[src/rtl/core/dnslbl_pkg.sv]
// shared constants and types for the dns name label encoder
package dnslbl_pkg;

	localparam int LABEL_MAX_DEF = 63;
	localparam int LEN_W         = 7;
	localparam int Q_DEPTH       = 2;
	localparam int Q_AW          = 1;

	localparam logic [7:0] ASCII_TOP = 8'd127;
	localparam logic [7:0] SEPARATOR = 8'd46;
	localparam logic [7:0] TERM_CHAR = 8'd0;

	localparam logic [1:0] ST_OK       = 2'd0;
	localparam logic [1:0] ST_NONASCII = 2'd1;
	localparam logic [1:0] ST_EMPTY    = 2'd2;
	localparam logic [1:0] ST_TOOLONG  = 2'd3;

	localparam logic [1:0] CNT_NONE = 2'd0;
	localparam logic [1:0] CNT_ONE  = 2'd1;
	localparam logic [1:0] CNT_TWO  = 2'd2;

	typedef struct packed {
		logic             err;
		logic [1:0]       status;
		logic [LEN_W-1:0] len;
		logic             term;
		logic             slot;
	} cmd_t;

	typedef struct packed {
		logic valid;
		logic slot;
	} rel_t;

endpackage

[src/rtl/core/dnslbl_ram.sv]
// generic single write port ram with registered read
module dnslbl_ram #(
	parameter int WIDTH = 8,
	parameter int DEPTH = 64
) (
	input  logic                     clk,
	input  logic                     we,
	input  logic [$clog2(DEPTH)-1:0] waddr,
	input  logic [WIDTH-1:0]         wdata,
	input  logic                     re,
	input  logic [$clog2(DEPTH)-1:0] raddr,
	output logic [WIDTH-1:0]         rdata
);

	logic [WIDTH-1:0] mem_q [DEPTH];

	always_ff @(posedge clk) begin
		if (we) begin
			mem_q[waddr] <= wdata;
		end
		if (re) begin
			rdata <= mem_q[raddr];
		end
	end

endmodule

[src/rtl/core/dnslbl_fifo.sv]
// two entry command queue between front and back
module dnslbl_fifo (
	input  logic               clk,
	input  logic               arst_n,
	input  logic               push,
	input  dnslbl_pkg::cmd_t   push_cmd,
	input  logic               pop,
	output logic               head_valid,
	output dnslbl_pkg::cmd_t   head_cmd,
	output logic               full
);

	dnslbl_pkg::cmd_t              mem_q [dnslbl_pkg::Q_DEPTH];
	logic [dnslbl_pkg::Q_AW-1:0]   wr_q;
	logic [dnslbl_pkg::Q_AW-1:0]   rd_q;
	logic [dnslbl_pkg::Q_AW:0]     cnt_q;

	assign head_valid = (cnt_q != '0);
	assign head_cmd   = mem_q[rd_q];
	assign full       = (cnt_q == (dnslbl_pkg::Q_AW+1)'(dnslbl_pkg::Q_DEPTH));

	always_ff @(posedge clk) begin
		if (push) begin
			mem_q[wr_q] <= push_cmd;
		end
	end

	always_ff @(posedge clk or negedge arst_n) begin
		if (!arst_n) begin
			wr_q  <= '0;
			rd_q  <= '0;
			cnt_q <= '0;
		end else begin
			if (push) begin
				wr_q <= wr_q + 1'b1;
			end
			if (pop) begin
				rd_q <= rd_q + 1'b1;
			end
			if (push && !pop) begin
				cnt_q <= cnt_q + 1'b1;
			end else if (pop && !push) begin
				cnt_q <= cnt_q - 1'b1;
			end
		end
	end

endmodule

[src/rtl/core/dnslbl_front.sv]
// front part: accepts name bytes, buffers labels, queues label and error words
module dnslbl_front #(
	parameter int LABEL_MAX = dnslbl_pkg::LABEL_MAX_DEF,
	parameter int HW        = 5
) (
	input  logic               clk,
	input  logic               arst_n,
	input  logic               in_valid,
	output logic               in_stall,
	input  logic [7:0]         char_byte,
	output logic               q_push,
	output dnslbl_pkg::cmd_t   q_cmd,
	input  logic               q_full,
	input  dnslbl_pkg::rel_t   rel,
	output logic               we_even,
	output logic               we_odd,
	output logic [HW:0]        waddr,
	output logic [7:0]         wdata
);

	localparam logic [dnslbl_pkg::LEN_W-1:0] LMAX = dnslbl_pkg::LEN_W'(LABEL_MAX);

	logic [dnslbl_pkg::LEN_W-1:0] len_q;
	logic                         slot_q;
	logic [1:0]                   busy_q;
	logic                         is_hi;
	logic                         is_close;
	logic                         acc;
	logic                         we;
	logic [dnslbl_pkg::LEN_W-1:0] half;

	assign is_hi    = (char_byte > dnslbl_pkg::ASCII_TOP);
	assign is_close = is_hi || (char_byte == dnslbl_pkg::TERM_CHAR) ||
	                  (char_byte == dnslbl_pkg::SEPARATOR);
	assign in_stall = busy_q[slot_q] || (q_full && is_close);
	assign acc      = in_valid && !in_stall;
	assign q_push   = acc && is_close;

	always_comb begin
		q_cmd.len  = len_q;
		q_cmd.term = (char_byte == dnslbl_pkg::TERM_CHAR);
		q_cmd.slot = slot_q;
		q_cmd.err  = 1'b1;
		if (is_hi) begin
			q_cmd.status = dnslbl_pkg::ST_NONASCII;
		end else if (len_q == '0) begin
			q_cmd.status = dnslbl_pkg::ST_EMPTY;
		end else if (len_q > LMAX) begin
			q_cmd.status = dnslbl_pkg::ST_TOOLONG;
		end else begin
			q_cmd.status = dnslbl_pkg::ST_OK;
			q_cmd.err    = 1'b0;
		end
	end

	assign we      = acc && !is_close && (len_q < LMAX);
	assign we_even = we && !len_q[0];
	assign we_odd  = we && len_q[0];
	assign half    = len_q >> 1;
	assign waddr   = {slot_q, half[HW-1:0]};
	assign wdata   = char_byte;

	always_ff @(posedge clk or negedge arst_n) begin
		if (!arst_n) begin
			len_q  <= '0;
			slot_q <= 1'b0;
			busy_q <= '0;
		end else begin
			if (acc) begin
				if (is_close) begin
					len_q <= '0;
					if (!q_cmd.err) begin
						slot_q <= ~slot_q;
					end
				end else if (len_q <= LMAX) begin
					len_q <= len_q + 1'b1;
				end
			end
			if (q_push && !q_cmd.err) begin
				busy_q[slot_q] <= 1'b1;
			end
			if (rel.valid) begin
				busy_q[rel.slot] <= 1'b0;
			end
		end
	end

endmodule

[src/rtl/core/dnslbl_back.sv]
// back part: drains queued words into results of up to two bytes
module dnslbl_back #(
	parameter int HW = 5
) (
	input  logic               clk,
	input  logic               arst_n,
	input  logic               q_valid,
	input  dnslbl_pkg::cmd_t   q_cmd,
	output logic               q_pop,
	output dnslbl_pkg::rel_t   rel,
	output logic               re,
	output logic [HW:0]        raddr_even,
	output logic [HW:0]        raddr_odd,
	input  logic [7:0]         rdata_even,
	input  logic [7:0]         rdata_odd,
	output logic               out_valid,
	input  logic               out_stall,
	output logic [7:0]         first_byte,
	output logic [7:0]         second_byte,
	output logic [1:0]         byte_count,
	output logic               run_last,
	output logic               name_end,
	output logic [1:0]         status
);

	logic [dnslbl_pkg::LEN_W-1:0] k_q;
	logic [dnslbl_pkg::LEN_W-1:0] km1;
	logic [7:0]                   total;
	logic [7:0]                   k2;
	logic [7:0]                   len8;
	logic                         last;
	logic                         two;
	logic                         issue;
	logic                         adv2;

	logic                         s2_valid_s2;
	logic [7:0]                   first_imm_s2;
	logic                         first_ram_s2;
	logic                         second_ram_s2;
	logic [1:0]                   count_s2;
	logic                         last_s2;
	logic                         end_s2;
	logic [1:0]                   status_s2;

	logic                         out_valid_q;
	logic [7:0]                   first_q;
	logic [7:0]                   second_q;
	logic [1:0]                   count_q;
	logic                         last_q;
	logic                         end_q;
	logic [1:0]                   status_q;

	assign len8  = {1'b0, q_cmd.len};
	assign total = len8 + 8'd1 + {7'd0, q_cmd.term};
	assign k2    = {k_q, 1'b0};
	assign last  = q_cmd.err || ((k2 + 8'd2) >= total);
	assign two   = (k2 + 8'd1) < total;
	assign km1   = k_q - 1'b1;

	assign adv2  = s2_valid_s2 && (!out_valid_q || !out_stall);
	assign issue = q_valid && (!s2_valid_s2 || adv2);
	assign q_pop = issue && last;

	assign rel.valid  = issue && last && !q_cmd.err;
	assign rel.slot   = q_cmd.slot;
	assign re         = issue && !q_cmd.err;
	assign raddr_even = {q_cmd.slot, k_q[HW-1:0]};
	assign raddr_odd  = {q_cmd.slot, km1[HW-1:0]};

	always_ff @(posedge clk) begin
		if (issue) begin
			first_imm_s2  <= (!q_cmd.err && k_q == '0) ? len8 : 8'd0;
			first_ram_s2  <= !q_cmd.err && (k_q != '0) && (k2 <= len8);
			second_ram_s2 <= !q_cmd.err && two && ((k2 + 8'd1) <= len8);
			count_s2      <= q_cmd.err ? dnslbl_pkg::CNT_NONE :
			                 (two ? dnslbl_pkg::CNT_TWO : dnslbl_pkg::CNT_ONE);
			last_s2       <= last;
			end_s2        <= last && (q_cmd.err || q_cmd.term);
			status_s2     <= q_cmd.status;
		end
		if (adv2) begin
			first_q  <= first_ram_s2 ? rdata_odd : first_imm_s2;
			second_q <= second_ram_s2 ? rdata_even : 8'd0;
			count_q  <= count_s2;
			last_q   <= last_s2;
			end_q    <= end_s2;
			status_q <= status_s2;
		end
	end

	always_ff @(posedge clk or negedge arst_n) begin
		if (!arst_n) begin
			k_q         <= '0;
			s2_valid_s2 <= 1'b0;
			out_valid_q <= 1'b0;
		end else begin
			if (issue) begin
				k_q <= last ? '0 : k_q + 1'b1;
			end
			if (issue) begin
				s2_valid_s2 <= 1'b1;
			end else if (adv2) begin
				s2_valid_s2 <= 1'b0;
			end
			if (adv2) begin
				out_valid_q <= 1'b1;
			end else if (!out_stall) begin
				out_valid_q <= 1'b0;
			end
		end
	end

	assign out_valid   = out_valid_q;
	assign first_byte  = first_q;
	assign second_byte = second_q;
	assign byte_count  = count_q;
	assign run_last    = last_q;
	assign name_end    = end_q;
	assign status      = status_q;

endmodule

[src/rtl/core/dns_name_label_encoder_unit.sv]
// top level of the dns name label encoder
//
// input channel (in_valid, in_stall, char_byte): one ascii byte of a dotted
// name per word; a zero byte ends the name, a period separates labels.
// output channel (out_valid, out_stall, first_byte .. status): wire bytes,
// two per word: label length, label bytes, and the zero root byte after
// the last label. an error gives one word with status set and ends the name.
// ordinary bytes are taken one per cycle while the label slot being filled
// is free. a closing byte queues a label or error word; the back part then
// emits one result per cycle while the output is not stalled, reading an
// even and an odd byte bank in parallel. a queued word passes the queue,
// the ram read and the output register before its first result shows up.
// two label slots let the next label fill while the previous one drains;
// input stalls when the slot to be filled is still draining or when the
// two entry queue is full on a closing byte.
// a stalled output holds its word; the back part stops behind it.
// reset clears the label count, queue, slot flags and output valid; the
// label memory is not cleared, only bytes of the current label are read.
module dns_name_label_encoder_unit #(
	parameter int LABEL_MAX = dnslbl_pkg::LABEL_MAX_DEF
) (
	input  logic       clk,
	input  logic       arst_n,
	input  logic       in_valid,
	output logic       in_stall,
	input  logic [7:0] char_byte,
	output logic       out_valid,
	input  logic       out_stall,
	output logic [7:0] first_byte,
	output logic [7:0] second_byte,
	output logic [1:0] byte_count,
	output logic       run_last,
	output logic       name_end,
	output logic [1:0] status
);

	localparam int HALF_DEPTH = (LABEL_MAX + 1) / 2;
	localparam int HW         = (HALF_DEPTH > 1) ? $clog2(HALF_DEPTH) : 1;
	localparam int RAM_DEPTH  = 2 * (2 ** HW);

	logic               q_push;
	logic               q_pop;
	logic               q_full;
	logic               q_valid;
	dnslbl_pkg::cmd_t   q_in;
	dnslbl_pkg::cmd_t   q_head;
	dnslbl_pkg::rel_t   rel;
	logic               we_even;
	logic               we_odd;
	logic [HW:0]        waddr;
	logic [7:0]         wdata;
	logic               re;
	logic [HW:0]        raddr_even;
	logic [HW:0]        raddr_odd;
	logic [7:0]         rdata_even;
	logic [7:0]         rdata_odd;

	dnslbl_front #(
		.LABEL_MAX(LABEL_MAX),
		.HW(HW)
	) u_front (
		.clk(clk),
		.arst_n(arst_n),
		.in_valid(in_valid),
		.in_stall(in_stall),
		.char_byte(char_byte),
		.q_push(q_push),
		.q_cmd(q_in),
		.q_full(q_full),
		.rel(rel),
		.we_even(we_even),
		.we_odd(we_odd),
		.waddr(waddr),
		.wdata(wdata)
	);

	dnslbl_fifo u_fifo (
		.clk(clk),
		.arst_n(arst_n),
		.push(q_push),
		.push_cmd(q_in),
		.pop(q_pop),
		.head_valid(q_valid),
		.head_cmd(q_head),
		.full(q_full)
	);

	dnslbl_ram #(
		.WIDTH(8),
		.DEPTH(RAM_DEPTH)
	) u_ram_even (
		.clk(clk),
		.we(we_even),
		.waddr(waddr),
		.wdata(wdata),
		.re(re),
		.raddr(raddr_even),
		.rdata(rdata_even)
	);

	dnslbl_ram #(
		.WIDTH(8),
		.DEPTH(RAM_DEPTH)
	) u_ram_odd (
		.clk(clk),
		.we(we_odd),
		.waddr(waddr),
		.wdata(wdata),
		.re(re),
		.raddr(raddr_odd),
		.rdata(rdata_odd)
	);

	dnslbl_back #(
		.HW(HW)
	) u_back (
		.clk(clk),
		.arst_n(arst_n),
		.q_valid(q_valid),
		.q_cmd(q_head),
		.q_pop(q_pop),
		.rel(rel),
		.re(re),
		.raddr_even(raddr_even),
		.raddr_odd(raddr_odd),
		.rdata_even(rdata_even),
		.rdata_odd(rdata_odd),
		.out_valid(out_valid),
		.out_stall(out_stall),
		.first_byte(first_byte),
		.second_byte(second_byte),
		.byte_count(byte_count),
		.run_last(run_last),
		.name_end(name_end),
		.status(status)
	);

endmodule

[config.mk]
export PLATFORM = sky130hd
export DESIGN_NAME = dns_name_label_encoder_unit
export DESIGN_NICKNAME = d
export VERILOG_FILES = /design/src/rtl/core/dnslbl_pkg.sv /design/src/rtl/core/dnslbl_ram.sv /design/src/rtl/core/dnslbl_fifo.sv /design/src/rtl/core/dnslbl_front.sv /design/src/rtl/core/dnslbl_back.sv /design/src/rtl/core/dns_name_label_encoder_unit.sv
export SDC_FILE = /design/constraint.sdc
export NUM_CORES = 1
export LEC_CHECK = 0
export ABC_AREA = 1
export BUFFER_PORTS_ARGS = -buffer_cell sky130_fd_sc_hd__buf_2
export CAP_MARGIN = 25
export CORE_MARGIN = 4
export CORE_UTILIZATION = 35
export CTS_CLUSTER_SIZE = 28
export DETAILED_ROUTE_END_ITERATION = 6
export SYNTH_ARGS = -nofsm -noshare
export SYNTH_HDL_FRONTEND = slang
export SYNTH_SLANG_ARGS = --single-unit
[constraint.sdc]
create_clock -name clk -period 6 [get_ports clk]
set_input_delay 1.2 -clock clk [delete_from_list [all_inputs] [get_ports clk]]
set_output_delay 1.2 -clock clk [all_outputs]
set_load 0.02 [all_outputs]
==> metrics.json <==
{
  "nets": 3581,
  "crit_family": "adder cells",
  "cts_root_buf": "sky130_fd_sc_hd__clkbuf_16",
  "drt-vias-per-instance": 5.46,
  "firstDrtPassIters": 6,
  "timing.final.crit_share_pct": 68.4,
  "yosys_warnings": 0,
  "postSynthAreaPerCell_um2": 12.8,
  "first_global_vias": 28400,
  "route.detailed.wl_per_inst_um": 23.8,
  "tns_ns": 0,
  "clock_sink_count": 1124,
  "timing.critical_path.fanout_max": 16,
  "place_congestion": 0.877,
  "setup_violations": 0,
  "synth_cells": 3565,
  "clk_pin_slew_worst_paths_ns": 0.06,
  "clock_path_buffers": 3,
  "critical_path.most_common_cell": "sky130_fd_sc_hd__nand2_1",
  "timing.final.max_slew_violations": 0,
  "cp-start-kind": "register",
  "detail_route.drc_violations": 0,
  "syn_std_cell_area_um2": 45700,
  "detailedRoute.firstIterationViolations": 4101,
  "criticalPathCategory": "register to register",
  "postRouteAntennaNets": 0,
  "top_level_ports": 36,
  "synth_cell_type_count": 49,
  "cts_buffers": 113,
  "hold_path.class": "register to register",
  "layout.cell_area.non_filler_um2": 51300,
  "ctsHoldBuffers": 0,
  "cts_resized": 0,
  "arrival_ns": 4.68,
  "core_region_area_um2": 130000,
  "fin_util_pct": 39.6,
  "timing.slew.headroom_pct": 26.5,
  "gr-total-overflow": 0,
  "slowest_delay_ns": 0.79,
  "grt_setup_unrepaired": "false",
  "dp.final_hpwl_um": 77800,
  "post-cts-setup-buffer-count": 0,
  "drive_gt1_share_pct": 8.79,
  "die_area_um2": 137000,
  "grt_pass1_wl_um": 188000,
  "initial_utilization_pct": 35.3,
  "slew_at_the_pin_closest_to_its_max_slew_limit_ns": 1.10,
  "power.share.combinational_pct": 29.7,
  "portBuffers": 35,
  "max_clock_freq_mhz": 244,
  "finClkSkew_ns": 0.0408,
  "path_cells": "inv_4 -> or2_2 -> o21ai_0 -> ha_1 -> inv_1 -> ha_1 -> ha_1 -> o21bai_1 -> nand2_1 -> nand3_1 -> nand3_1 -> nand2_1 -> nand2_1 -> nand2_1 -> nand2_2 -> nand2_4 -> nand2_1 -> ha_1 -> a21oi_1 -> o21ai_0 -> xor2_1",
  "hold_viol_final": 0,
  "num_vias": 29400,
  "track_usage_pct": 18.3,
  "cp.required_ns": 6.58,
  "internal_portion_of_total_power_w": 0.0151,
  "synth.yosys.seq_area_share_pct": 73.6,
  "place_area_um2": 47600,
  "clkLatencyLatePin_ns": 0.70,
  "critical_path_buf_inv_count": 2,
  "power_leakage_nw": 16.4,
  "ir_drop_v": 0.000350,
  "run_status": "finished clean",
  "min_period_ns": 4.10,
  "swShare_pct": 35.2,
  "end_kind": "register",
  "seq_power_share_pct": 39.8,
  "antenna_found_initial": 3,
  "grt_max_degree": 252,
  "ys_ff_latch": 1124,
  "critical-path-slowest-cell": "sky130_fd_sc_hd__dfrtp_1",
  "h-tree-depth": 3,
  "regToRegSetupSlack_ns": 1.90,
  "num_rows": 132,
  "num-fill-cells": 12000,
  "chipHeight_um": 369,
  "power.density_cell_area_nw_per_um2": 455,
  "syn2layout_area_growth_pct": 12.2,
  "finalWirelength_um": 128000,
  "cts_tree": "yes",
  "switchingPower_w": 0.00821,
  "max_cap_viol_count": 0,
  "p_clk_share_pct": 30.5,
  "fp.dieW_um": 369
}
metal layers:
metal / up-vias / track usage (%) / routed length (µm)
li1: 13100 / - / -
met1: 14600 / 26.7 / 55700
met2: 1410 / 27.0 / 56500
met3: 252 / 3.65 / 11200
met4: 0 / 6.77 / 4730
met5: - / 0 / 0
power by group through the flow:
stage          Combinational (W)  Sequential (W)  Clock [W]
2_1_floorplan            0.00451         0.00942          0
5_1_grt                  0.00747         0.00931    0.00756
6_report                 0.00693         0.00928    0.00712
3_5_place_dp             0.00684         0.00945          0
4_1_cts                  0.00686         0.00928    0.00721
3_3_place_gp             0.00682         0.00944          0
final cells by class:
| cell class | count | area (µm²) | area share (%) |
|---|---|---|---|
| Antenna cell | 1 | 2.50 | 0.00488 |
| Clock buffer | 128 | 2930 | 5.71 |
| Clock inverter | 82 | 810 | 1.58 |
| Inverter | 82 | 324 | 0.632 |
| Multi-Input combinational cell | 2133 | 10700 | 20.9 |
| Sequential cell | 1124 | 33600 | 65.6 |
| Tap cell | 1742 | 2180 | 4.25 |
| Timing Repair Buffer | 91 | 693 | 1.35 |
metrics by stage:
step | power [W] | cells | hold WS [ns] | worst slack, ns
floorplan | 0.0139 | 3580 | 0.400 | 2.62
global placement | 0.0163 | 5170 | 0.402 | 1.47
detailed placement | 0.0163 | 5172 | 0.410 | 1.47
CTS | 0.0234 | 5382 | 0.422 | 1.90
global route | 0.0243 | 5382 | 0.430 | 1.49
finish | 0.0233 | 5383 | 0.421 | 1.90
cells in the final DEF (no fill, tap or decap), types with 16 or more instances in the layout:
| master | synthesis | routed |
|---|---|---|
| sky130_fd_sc_hd__a21oi_1 | 35 | 35 |
| sky130_fd_sc_hd__buf_2 | 96 | 27 |
| sky130_fd_sc_hd__buf_4 | 11 | 57 |
| sky130_fd_sc_hd__bufinv_16 | 0 | 16 |
| sky130_fd_sc_hd__clkbuf_16 | 0 | 115 |
| sky130_fd_sc_hd__clkinv_1 | 2 | 31 |
| sky130_fd_sc_hd__clkinv_2 | 0 | 27 |
| sky130_fd_sc_hd__conb_1 | 1 | 16 |
| sky130_fd_sc_hd__dfrtp_1 | 23 | 20 |
| sky130_fd_sc_hd__edfxtp_1 | 1101 | 1101 |
| sky130_fd_sc_hd__ha_1 | 24 | 23 |
| sky130_fd_sc_hd__inv_1 | 70 | 69 |
| sky130_fd_sc_hd__nand2_1 | 206 | 206 |
| sky130_fd_sc_hd__nand3_1 | 138 | 136 |
| sky130_fd_sc_hd__nor2_1 | 761 | 759 |
| sky130_fd_sc_hd__o211ai_1 | 153 | 153 |
| sky130_fd_sc_hd__o21ai_0 | 521 | 521 |
| sky130_fd_sc_hd__o21ai_1 | 22 | 22 |
| sky130_fd_sc_hd__o221ai_1 | 64 | 64 |
| sky130_fd_sc_hd__o22ai_1 | 112 | 112 |
sequential cells by signal, summed over array words and instances (netlist names), 2 cells and up:
name and cells:
u_back.byte_count 2, u_back.count_s2 2, u_back.first_byte 8, u_back.first_imm_s2 7, u_back.k_q 7, u_back.second_byte 8, u_back.status 2, u_back.status_s2 2
u_fifo.cnt_q 2, u_fifo.mem_q 24, u_front.busy_q 2, u_front.len_q 7, u_ram_even.mem_q 512, u_ram_even.rdata 8, u_ram_odd.mem_q 512, u_ram_odd.rdata 8
final timing paths:
check / startpoint / endpoint / cells past startpoint
worst max-delay path: u_fifo.rd_q$_DFFE_PN0P_ / u_fifo.cnt_q[1]$_DFFE_PN0P_ / 21
min in group asynchronous: arst_n / u_back.out_valid$_DFFE_PN0P_ / 1
worst min register to register: u_back.end_s2$_DFFE_PP_ / u_back.name_end$_DFFE_PP_ / 0
worst max register to register: u_fifo.rd_q$_DFFE_PN0P_ / u_fifo.cnt_q[1]$_DFFE_PN0P_ / 21
max in group asynchronous: arst_n / u_back.k_q[0]$_DFFE_PN0P_ / 1
worst min-delay path: u_back.end_s2$_DFFE_PP_ / u_back.name_end$_DFFE_PP_ / 0
worst register-to-register path, stage by stage (launching register included):
cell and delay (ns):
sky130_fd_sc_hd__dfrtp_1 0.79, sky130_fd_sc_hd__inv_4 0.13, sky130_fd_sc_hd__or2_2 0.30, sky130_fd_sc_hd__o21ai_0 0.22, sky130_fd_sc_hd__ha_1 0.27, sky130_fd_sc_hd__inv_1 0.05, sky130_fd_sc_hd__ha_1 0.29, sky130_fd_sc_hd__ha_1 0.27
sky130_fd_sc_hd__o21bai_1 0.16, sky130_fd_sc_hd__nand2_1 0.07, sky130_fd_sc_hd__nand3_1 0.09, sky130_fd_sc_hd__nand3_1 0.06, sky130_fd_sc_hd__nand2_1 0.07, sky130_fd_sc_hd__nand2_1 0.05, sky130_fd_sc_hd__nand2_1 0.06, sky130_fd_sc_hd__nand2_2 0.08
sky130_fd_sc_hd__nand2_4 0.18, sky130_fd_sc_hd__nand2_1 0.13, sky130_fd_sc_hd__ha_1 0.32, sky130_fd_sc_hd__a21oi_1 0.12, sky130_fd_sc_hd__o21ai_0 0.11, sky130_fd_sc_hd__xor2_1 0.15
cells by family (layout without fill, tap and decap cells):
logic type / count (synthesis) / after routing / share of synthesized area (%)
flops: 1124 / 1124 / 73.6
mux: 8 / 8 / 0.194
buf+inv: 323 / 383 / 3.26
compound gates: 924 / 924 / 12.0
fa+ha+maj: 24 / 24 / 0.657
other cells: 1 / 17 / 0.00820
simple gates: 1148 / 1148 / 10.1
xor+xnor: 13 / 13 / 0.282
Yosys cell counts (all sizes together):
library cell | number | share of area (%)
edfxtp | 1101 | 72
nor2 | 767 | 6.3
o21ai | 547 | 6.0
nand2 | 212 | 1.8
o211ai | 153 | 2.5
nand3 | 140 | 1.6
buf | 128 | 1.6
o22ai | 118 | 1.7
clkbuf | 113 | 0.93
inv | 80 | 0.66
o221ai | 64 | 1.2
a21oi | 36 | 0.40
ha | 24 | 0.66
dfrtp | 23 | 1.3
nor3 | 14 | 0.16
xor2 | 12 | 0.26
mux2 | 7 | 0.17
nand4 | 6 | 0.082
or2 | 5 | 0.068
nor4 | 3 | 0.041
o21bai | 3 | 0.049
clkinv | 2 | 0.016
a22oi | 1 | 0.016
and3 | 1 | 0.014
conb | 1 | 0.0082
mux2i | 1 | 0.022
o21a | 1 | 0.016
o31ai | 1 | 0.016
xnor2 | 1 | 0.019
Power figures use the tool's default switching activity.
